File: src/rtl/fmpd_pkg.sv
package fmpd_pkg;

   // sequencer states of the discriminator
   typedef enum logic [2:0] {
      ST_IDLE,
      ST_MUL,
      ST_PRE,
      ST_ITER,
      ST_DONE
   } state_type;

   // angle accumulator: unsigned, wraps, 2^31 stands for pi
   localparam int ANGLE_ACC_W = 32;
   localparam int ATAN_LEN    = 24;
   localparam int KIDX_W      = 5;

   localparam logic [ANGLE_ACC_W-1:0] Z_ZERO         = 32'h0000_0000;
   localparam logic [ANGLE_ACC_W-1:0] Z_HALF_PI      = 32'h4000_0000;
   localparam logic [ANGLE_ACC_W-1:0] Z_PI           = 32'h8000_0000;
   localparam logic [ANGLE_ACC_W-1:0] Z_NEG_HALF_PI  = 32'hC000_0000;

   // atan(2^-k), rounded to nearest, in accumulator units
   function automatic logic [ANGLE_ACC_W-1:0] atan_entry(input logic [KIDX_W-1:0] k);
      logic [ANGLE_ACC_W-1:0] v;
      case (k)
         5'd0:    v = 32'd536870912;
         5'd1:    v = 32'd316933406;
         5'd2:    v = 32'd167458907;
         5'd3:    v = 32'd85004756;
         5'd4:    v = 32'd42667331;
         5'd5:    v = 32'd21354465;
         5'd6:    v = 32'd10679838;
         5'd7:    v = 32'd5340245;
         5'd8:    v = 32'd2670163;
         5'd9:    v = 32'd1335087;
         5'd10:   v = 32'd667544;
         5'd11:   v = 32'd333772;
         5'd12:   v = 32'd166886;
         5'd13:   v = 32'd83443;
         5'd14:   v = 32'd41722;
         5'd15:   v = 32'd20861;
         5'd16:   v = 32'd10430;
         5'd17:   v = 32'd5215;
         5'd18:   v = 32'd2608;
         5'd19:   v = 32'd1304;
         5'd20:   v = 32'd652;
         5'd21:   v = 32'd326;
         5'd22:   v = 32'd163;
         5'd23:   v = 32'd81;
         default: v = 32'd0;
      endcase
      return v;
   endfunction

endpackage

File: src/rtl/fm_phase_discriminator_unit.sv
// fm quadrature discriminator: phase of previous sample times conjugate of current one
// the product is formed by four passes through the single multiplier, then N passes
//   (N = min(CORDIC_ITERS, 24)) through the shared shift-add rotation unit; the
//   rotation passes are skipped when the product vector lies on an axis
// a new input word is taken only after the previous result word is in the output register
// reset clears the sequencer, the output valid flag and the previous sample to zero
module fm_phase_discriminator_unit
   import fmpd_pkg::*;
#(
   parameter int SAMPLE_WIDTH = 16,
   parameter int ANGLE_WIDTH  = 16,
   parameter int CORDIC_ITERS = 16
) (
   input  logic clock,
   input  logic reset,

   input  logic                                    req_tvalid,
   output logic                                    req_tready,
   // [SAMPLE_WIDTH-1:0] in_i, [2*SAMPLE_WIDTH-1:SAMPLE_WIDTH] in_q, zero fill above
   input  logic [((2*SAMPLE_WIDTH+7)/8)*8-1:0]     req_tdata,

   output logic                                    rsp_tvalid,
   input  logic                                    rsp_tready,
   // [ANGLE_WIDTH-1:0] phase_step, zero fill above
   output logic [((ANGLE_WIDTH+7)/8)*8-1:0]        rsp_tdata
);

   localparam int RSP_TDW = ((ANGLE_WIDTH+7)/8)*8;
   // product vector width: 2*SW+1 exact, two more bits for cordic gain
   localparam int XW      = 2*SAMPLE_WIDTH+3;
   localparam int PW      = 2*SAMPLE_WIDTH;
   localparam int NITER   = (CORDIC_ITERS < ATAN_LEN) ? CORDIC_ITERS : ATAN_LEN;
   localparam logic [KIDX_W-1:0] K_LAST = KIDX_W'(NITER-1);
   localparam logic [ANGLE_ACC_W-1:0] Z_ROUND = ANGLE_ACC_W'(1) << (31-ANGLE_WIDTH);

   state_type state_ff, state_in;

   logic [1:0]                       mstep_ff, mstep_in;
   logic [KIDX_W-1:0]                k_ff, k_in;
   logic signed [SAMPLE_WIDTH-1:0]   cur_i_ff, cur_i_in;
   logic signed [SAMPLE_WIDTH-1:0]   cur_q_ff, cur_q_in;
   logic signed [SAMPLE_WIDTH-1:0]   prev_i_ff, prev_i_in;
   logic signed [SAMPLE_WIDTH-1:0]   prev_q_ff, prev_q_in;
   logic signed [XW-1:0]             x_ff, x_in;
   logic signed [XW-1:0]             y_ff, y_in;
   logic        [ANGLE_ACC_W-1:0]    z_ff, z_in;
   logic                             out_valid_ff, out_valid_in;
   logic        [ANGLE_WIDTH-1:0]    out_data_ff, out_data_in;

   // sequencer controls
   logic accept;
   logic mul_en;
   logic pre_en;
   logic iter_en;
   logic done_load;

   // shared multiplier
   logic signed [SAMPLE_WIDTH-1:0]   mul_a;
   logic signed [SAMPLE_WIDTH-1:0]   mul_b;
   logic signed [PW-1:0]             prod;
   logic signed [XW-1:0]             prod_x;

   // rotation unit
   logic signed [XW-1:0]             rot_x;
   logic signed [XW-1:0]             rot_y;
   logic        [ANGLE_ACC_W-1:0]    rot_z;

   logic                             on_axis;
   logic        [ANGLE_ACC_W-1:0]    z_rounded;

   // vector lies on an axis: angle is exact, no iterations needed
   assign on_axis = (x_ff == '0) || (y_ff == '0);

   // ------------------------------------------------------------------
   // next state
   // ------------------------------------------------------------------
   always_comb begin
      state_in = state_ff;
      case (state_ff)
         ST_IDLE: begin
            if (req_tvalid) state_in = ST_MUL;
         end
         ST_MUL: begin
            if (mstep_ff == 2'd3) state_in = ST_PRE;
         end
         ST_PRE: begin
            state_in = on_axis ? ST_DONE : ST_ITER;
         end
         ST_ITER: begin
            if (k_ff == K_LAST) state_in = ST_DONE;
         end
         ST_DONE: begin
            if (!out_valid_ff || rsp_tready) state_in = ST_IDLE;
         end
         default: state_in = ST_IDLE;
      endcase
   end

   // ------------------------------------------------------------------
   // sequencer outputs
   // ------------------------------------------------------------------
   always_comb begin
      req_tready = 1'b0;
      mul_en     = 1'b0;
      pre_en     = 1'b0;
      iter_en    = 1'b0;
      done_load  = 1'b0;
      case (state_ff)
         ST_IDLE: req_tready = 1'b1;
         ST_MUL:  mul_en     = 1'b1;
         ST_PRE:  pre_en     = 1'b1;
         ST_ITER: iter_en    = 1'b1;
         ST_DONE: done_load  = !out_valid_ff || rsp_tready;
         default: req_tready = 1'b0;
      endcase
   end

   assign accept = req_tvalid && req_tready;

   // ------------------------------------------------------------------
   // multiplier operand select: x = I*Ip + Q*Qp, y = I*Qp - Q*Ip
   // ------------------------------------------------------------------
   always_comb begin
      case (mstep_ff)
         2'd0: begin
            mul_a = cur_i_ff;
            mul_b = prev_i_ff;
         end
         2'd1: begin
            mul_a = cur_q_ff;
            mul_b = prev_q_ff;
         end
         2'd2: begin
            mul_a = cur_i_ff;
            mul_b = prev_q_ff;
         end
         default: begin
            mul_a = cur_q_ff;
            mul_b = prev_i_ff;
         end
      endcase
   end

   assign prod   = mul_a * mul_b;
   assign prod_x = XW'(prod);

   fmpd_cordic_rot #(
      .XW (XW)
   ) u_rot (
      .x      (x_ff),
      .y      (y_ff),
      .z      (z_ff),
      .k      (k_ff),
      .x_next (rot_x),
      .y_next (rot_y),
      .z_next (rot_z)
   );

   // round to ANGLE_WIDTH bits: add half an lsb, keep the top bits
   assign z_rounded = z_ff + Z_ROUND;

   // ------------------------------------------------------------------
   // datapath next values
   // ------------------------------------------------------------------
   always_comb begin
      mstep_in     = mstep_ff;
      k_in         = k_ff;
      cur_i_in     = cur_i_ff;
      cur_q_in     = cur_q_ff;
      prev_i_in    = prev_i_ff;
      prev_q_in    = prev_q_ff;
      x_in         = x_ff;
      y_in         = y_ff;
      z_in         = z_ff;
      out_valid_in = out_valid_ff;
      out_data_in  = out_data_ff;

      if (rsp_tready) out_valid_in = 1'b0;

      if (accept) begin
         cur_i_in = req_tdata[SAMPLE_WIDTH-1:0];
         cur_q_in = req_tdata[2*SAMPLE_WIDTH-1:SAMPLE_WIDTH];
         mstep_in = 2'd0;
      end

      if (mul_en) begin
         mstep_in = mstep_ff + 2'd1;
         case (mstep_ff)
            2'd0:    x_in = prod_x;
            2'd1:    x_in = x_ff + prod_x;
            2'd2:    y_in = prod_x;
            default: y_in = y_ff - prod_x;
         endcase
      end

      if (pre_en) begin
         // current sample becomes the previous one
         prev_i_in = cur_i_ff;
         prev_q_in = cur_q_ff;
         k_in      = '0;
         if (y_ff == '0) begin
            z_in = x_ff[XW-1] ? Z_PI : Z_ZERO;
         end else if (x_ff == '0) begin
            z_in = y_ff[XW-1] ? Z_NEG_HALF_PI : Z_HALF_PI;
         end else if (x_ff[XW-1]) begin
            // left half plane: quarter turn into the right half plane
            if (!y_ff[XW-1]) begin
               x_in = y_ff;
               y_in = -x_ff;
               z_in = Z_HALF_PI;
            end else begin
               x_in = -y_ff;
               y_in = x_ff;
               z_in = Z_NEG_HALF_PI;
            end
         end else begin
            z_in = Z_ZERO;
         end
      end

      if (iter_en) begin
         x_in = rot_x;
         y_in = rot_y;
         z_in = rot_z;
         k_in = k_ff + KIDX_W'(1);
      end

      if (done_load) begin
         out_valid_in = 1'b1;
         out_data_in  = z_rounded[ANGLE_ACC_W-1 -: ANGLE_WIDTH];
      end
   end

   // ------------------------------------------------------------------
   // registers
   // ------------------------------------------------------------------
   always_ff @(posedge clock) begin
      if (reset) begin
         state_ff     <= ST_IDLE;
         mstep_ff     <= '0;
         k_ff         <= '0;
         prev_i_ff    <= '0;
         prev_q_ff    <= '0;
         out_valid_ff <= 1'b0;
      end else begin
         state_ff     <= state_in;
         mstep_ff     <= mstep_in;
         k_ff         <= k_in;
         prev_i_ff    <= prev_i_in;
         prev_q_ff    <= prev_q_in;
         out_valid_ff <= out_valid_in;
      end
   end

   // payload, no reset needed
   always_ff @(posedge clock) begin
      cur_i_ff    <= cur_i_in;
      cur_q_ff    <= cur_q_in;
      x_ff        <= x_in;
      y_ff        <= y_in;
      z_ff        <= z_in;
      out_data_ff <= out_data_in;
   end

   assign rsp_tvalid = out_valid_ff;
   assign rsp_tdata  = RSP_TDW'(out_data_ff);

endmodule

File: src/rtl/fmpd_cordic_rot.sv
module fmpd_cordic_rot
   import fmpd_pkg::*;
#(
   parameter int XW = 35
) (
   input  logic signed [XW-1:0]          x,
   input  logic signed [XW-1:0]          y,
   input  logic        [ANGLE_ACC_W-1:0] z,
   input  logic        [KIDX_W-1:0]      k,
   output logic signed [XW-1:0]          x_next,
   output logic signed [XW-1:0]          y_next,
   output logic        [ANGLE_ACC_W-1:0] z_next
);

   logic signed [XW-1:0]          xs;
   logic signed [XW-1:0]          ys;
   logic        [ANGLE_ACC_W-1:0] step;

   // shared barrel shifters, floor shift
   assign xs   = x >>> k;
   assign ys   = y >>> k;
   assign step = atan_entry(k);

   // rotate toward the positive real axis
   always_comb begin
      if (!y[XW-1]) begin
         x_next = x + ys;
         y_next = y - xs;
         z_next = z + step;
      end else begin
         x_next = x - ys;
         y_next = y + xs;
         z_next = z - step;
      end
   end

endmodule

File: config.mk
export PLATFORM = sky130hd
export DESIGN_NAME = fm_phase_discriminator_unit
export DESIGN_NICKNAME = d
export VERILOG_FILES = /design/src/rtl/fmpd_pkg.sv /design/src/rtl/fm_phase_discriminator_unit.sv /design/src/rtl/fmpd_cordic_rot.sv
export SDC_FILE = /design/constraint.sdc
export NUM_CORES = 2
export LEC_CHECK = 0
export BUFFER_PORTS_ARGS = -buffer_cell sky130_fd_sc_hd__buf_2
export CORE_ASPECT_RATIO = 1.75
export CORE_MARGIN = 2
export CORE_UTILIZATION = 65
export DETAILED_ROUTE_END_ITERATION = 12
export PLACE_DENSITY = 0.82
export SKIP_LAST_GASP = 1
export SYNTH_ARGS = -nofsm -noshare
export SYNTH_HDL_FRONTEND = slang
export SYNTH_SLANG_ARGS = --single-unit
File: constraint.sdc
create_clock -name clock -period 20.5 [get_ports clock]
set_clock_uncertainty 0.05 [all_clocks]
set_input_delay 3.075 -clock clock [delete_from_list [all_inputs] [get_ports clock]]
set_output_delay 3.075 -clock clock [all_outputs]
set_load 0.01 [all_outputs]
==> results of run 1 <==
==> routing by layer <==
| metal | GRT overflow | GRT usage (%) |
|---|---|---|
| met4 | 22 | 63.06 |
| met1 | 0 | 52.90 |
| met2 | 15 | 87.34 |
| met3 | 0 | 26.28 |
| met5 | 0 | 3.915 |
==> kinds of logic after synthesis <==
family,count (synthesis),synth area share [%]
xor+xnor,337,8.036
compound gates,1174,19.99
simple gates,1261,15.41
mux,252,10.74
buf+inv,677,7.773
fa+ha+maj,536,23.71
flops,223,14.33
==> per-stage QoR <==
step	util (%)	cells	setup slack, ps	instance area [µm²]	hold WS, ps
after CTS	67.92	5090	8990	38110	405.5
after detailed placement	66.46	5044	9027	37290	396.6
after global placement	66.46	5044	9018	37290	391.4
after floorplan	-	4460	10520	36730	382.9
==> summary.txt, run 1 <==
Unique masters post-synth -> 99
Synth warn -> 0
Synth async-reset ratio -> 0%
Seq/Total Area, Yosys -> 14.33%
Post-synth top area share -> 14.55%
Setup Buffers After CTS -> 0
Num CTS Buffers -> 25
Initial core utilization -> 65.46%
Num ports -> 54
Synthesized area per cell -> 8.236 µm²
# rows -> 115
Syn Nets -> 5032
Post-synth EDFFs -> 80
CTS Buffer Depth -> 3
Grt total ovfl -> 37
Root Buffer -> clkbuf_16
Routability-driven placement congestion ratio -> 1.137
Width of the die -> 183.7 µm
Overall die height -> 318.5 µm
Last stage -> 5_1_grt
Hold Buf Count CTS -> 0
Most used flip-flop cell after synthesis -> dfxtp_1
CTS Sinks -> 223
Vias in the first global route -> 38650
Yosys top cell by area -> fa_1
Post-DP HPWL -> 115.8 mm
Top cells by count, synth -> nand2_1 (446), inv_1 (422), nor2_1 (419), a21oi_1 (375), ha_1 (269)
Largest net degree at the start of global routing -> 79
Most common cell in the netlist -> nand2_1
Mapped Area -> 36730 µm²
CTS resizes -> 0
Gate count of the mapped netlist -> 4460
PortBufs -> 53
H-Tree Depth -> 1
Seq cells post-synth -> 223
Err -> [ERROR GRT-0116] Global routing finished with congestion. Check the congestion regions in the DRC Viewer.
First-pass GRT wire length -> 247.2 mm
Top post-synthesis cells by area -> fa_1 (15%), ha_1 (9.2%), dfxtp_1 (7.8%)
Total GRT Usage -> 57.24%
Status -> did not finish
==> inputs of run 2 (changes only) <==
Settings changed: CORE_ASPECT_RATIO 1.75 to unset, CORE_UTILIZATION 65 to 40, PLACE_DENSITY 0.82 to unset, PLACE_DENSITY_LB_ADDON set to 0.15.
==> run 2 against run 1 <==
Effect of this change:
- area after synthesis unchanged
- the flow now finishes without violations
- synthesized cell count is the same
==> summary.txt, run 2 <==
Hold Crit Depth -> 2
Antenna Cells -> 0
Final Cycle Share -> 55.27%
Root Buffer -> clkbuf_16
Synthesized area per cell -> 8.236 µm² (unchanged)
Setup Crit Path Kind -> reg -> reg
Yosys top cell by area -> fa_1
Most common cell on crit path -> fa_1
CTS Buffer Depth -> 3 (unchanged)
Total GRT Usage -> 27.00%
Syn Nets -> 5032 (unchanged)
Slew headroom -> 20.08%
DRT Pass-1 Iters -> 6
Worst Setup SP -> mstep_ff[0]
Mapped Area -> 36730 µm² (unchanged)
Die area -> 94270 µm²
Synth-to-Final Area Change -> 6.285%
Top cells by count, synth -> nand2_1 (446), inv_1 (422), nor2_1 (419), a21oi_1 (375), ha_1 (269)
Width of the die -> 307.0 µm (+67%)
Fmax -> 88.25 MHz
Num CTS Buffers -> 31 (+24%)
Setup TNS -> 0 ps
PortBufs -> 53 (unchanged)
DRC -> 0
Worst-path clk slew -> 60 ps
Most used flip-flop cell after synthesis -> dfxtp_1
Layout cells sized above 1 -> 8.475%
Status -> finished, final reports clean
Final slew viol count -> 0
Most common cell in the netlist -> nand2_1
Commonest non-fill, non-tap cell in the layout -> nand2_1
Met2 routed wirelength -> 56.66 mm
Final ANT Viol Nets -> 0
Hold Vio Cnt, Final -> 0
Top flop regs -> x_ff: 35 flops, y_ff: 35 flops, z_ff: 32 flops
Max layer used -> met5
Setup crit start kind -> register
Routability-driven placement congestion ratio -> 0.9814 (-14%)
Post-route minimum period -> 11330 ps
# rows -> 111 (-3.5%)
Cell Area, Placed -> 37880 µm² (+1.6%)
First-pass GRT wire length -> 198.2 mm
Synth async-reset ratio -> 0% (unchanged)
Initial core utilization -> 40.19% (-25 points)
DR vias/cell -> 5.947
CP endpoint kind -> register
Worst path bufs/invs -> 5
Overall die height -> 307.0 µm (-3.6%)
CP max stage cell -> nor2_4
Seq cells post-synth -> 223 (unchanged)
Post-synth top area share -> 14.55% (unchanged)
Final Instance Area -> 39040 µm²
WP data required -> 20910 ps
Largest net degree at the start of global routing -> 80
Routed WL per cell -> 23.20 µm
Grt total ovfl -> 0
Hold slack -> 405.6 ps
CTS tree -> built
Seq/Total Area, Yosys -> 14.33% (unchanged)
Met1 Routed Length -> 57.91 mm
Synth warn -> 0 (unchanged)
Setup Buffers After CTS -> 0 (unchanged)
Number of setup violations in the final report -> 0
Post-synth EDFFs -> 80 (unchanged)
Clk_lat worst skew -> 640 ps
CTS Sinks -> 223 (unchanged)
Final wirelength -> 129.6 mm
Critical Path Stages -> 36
CP max FO -> 31
Worst min path class -> reg -> reg
H-Tree Depth -> 1 (unchanged)
Top post-synthesis cells by area -> fa_1 (15%), ha_1 (9.2%), dfxtp_1 (7.8%)
Hold Buf Count CTS -> 0 (unchanged)
Hold_sp -> prev_q_ff[4]
Worst Reg-to-Reg Cells -> 36
Most frequent cells in the layout -> nand2_1 (444), inv_1 (422), nor2_1 (416), a21oi_1 (375), ha_1 (269)
RSZ-0062 raised after global routing -> false
Number of DRC markers in iteration 0 -> 3433
Gate count of the mapped netlist -> 4460 (unchanged)
Unique masters post-synth -> 99 (unchanged)
Initial antenna violation count -> 2
Max cap viols -> 0
Nets -> 4948
CTS resizes -> 0 (unchanged)
Num ports -> 54 (unchanged)
Routed vias -> 33230
Post-DP HPWL -> 100.8 mm (-13%)
Slowest stage delay, CP -> 1000 ps
Detail Route met3 WL -> 9.747 mm
FF-to-FF Start -> mstep_ff[0]
Vias in the first global route -> 31820
Core Area -> 91390 µm²
Worst Path Arrival -> 11740 ps
Slew @ Worst Pin -> 1196 ps
Top delay family on crit path -> adder cells
## run 2: cell counts after synthesis
No cell type changed its count.
## run 2: cell type report
class | count | area (µm²)
inverter | 425 | 1595
fill | 9415 | 52350
sequential | 223 | 5280
clock buffer | 42 | 939.7
multi-input combinational | 3560 | 28640
timing repair buffer | 135 | 880.8
tap | 1186 | 1484
clock inverter | 16 | 216.5
## run 2: worst paths after layout
check,end,slack [ps]
hold / removal,prev_q_ff[4],410
setup reg to reg,x_ff[34],9170
setup / recovery,x_ff[34],9170
hold reg to reg,prev_q_ff[4],410
## run 2: metal layers
layer,vias to the layer above,GRT usage [%]
li1,15530,-
met1,16060,38.23
met2,1391,42.04
met3,246,3.591
met4,2,9.824
met5,-,0
## run 2: metrics by stage
step | cells | utilization, % | setup WS (ps)
after CTS | 5587 | 42.72 | 9249
after global placement | 5529 | 41.46 | 9403
after floorplan | 4460 | - | 10520
after global routing | 5587 | 42.72 | 8236
final | 5587 | 42.72 | 9169
after detailed placement | 5529 | 41.46 | 9303
## run 2: kinds of logic after synthesis
| family | count (synthesis) | share of synthesized area (%) |
|---|---|---|
| multiplexers | 252 | 10.74 |
| AND/OR/NAND/NOR | 1261 | 15.41 |
| AO/OA/AOI/OAI | 1174 | 19.99 |
| XOR/XNOR | 337 | 8.036 |
| flip-flops | 223 | 14.33 |
| buffers and inverters | 677 | 7.773 |
| adder cells (fa/ha/maj) | 536 | 23.71 |
## run 2: worst reg2reg max path: cells and delay by family (launching register included)
kind | cells | cell delay (ps)
compound gates | 10 | 2830
flops | 1 | 380
buf+inv | 5 | 310
mux | 1 | 810
fa+ha+maj | 9 | 4040
xor+xnor | 1 | 70
simple gates | 10 | 2710
Power of run 2 is not shown: default switching activity piles up to over one toggle a cycle in this logic, so the estimate is an artifact.
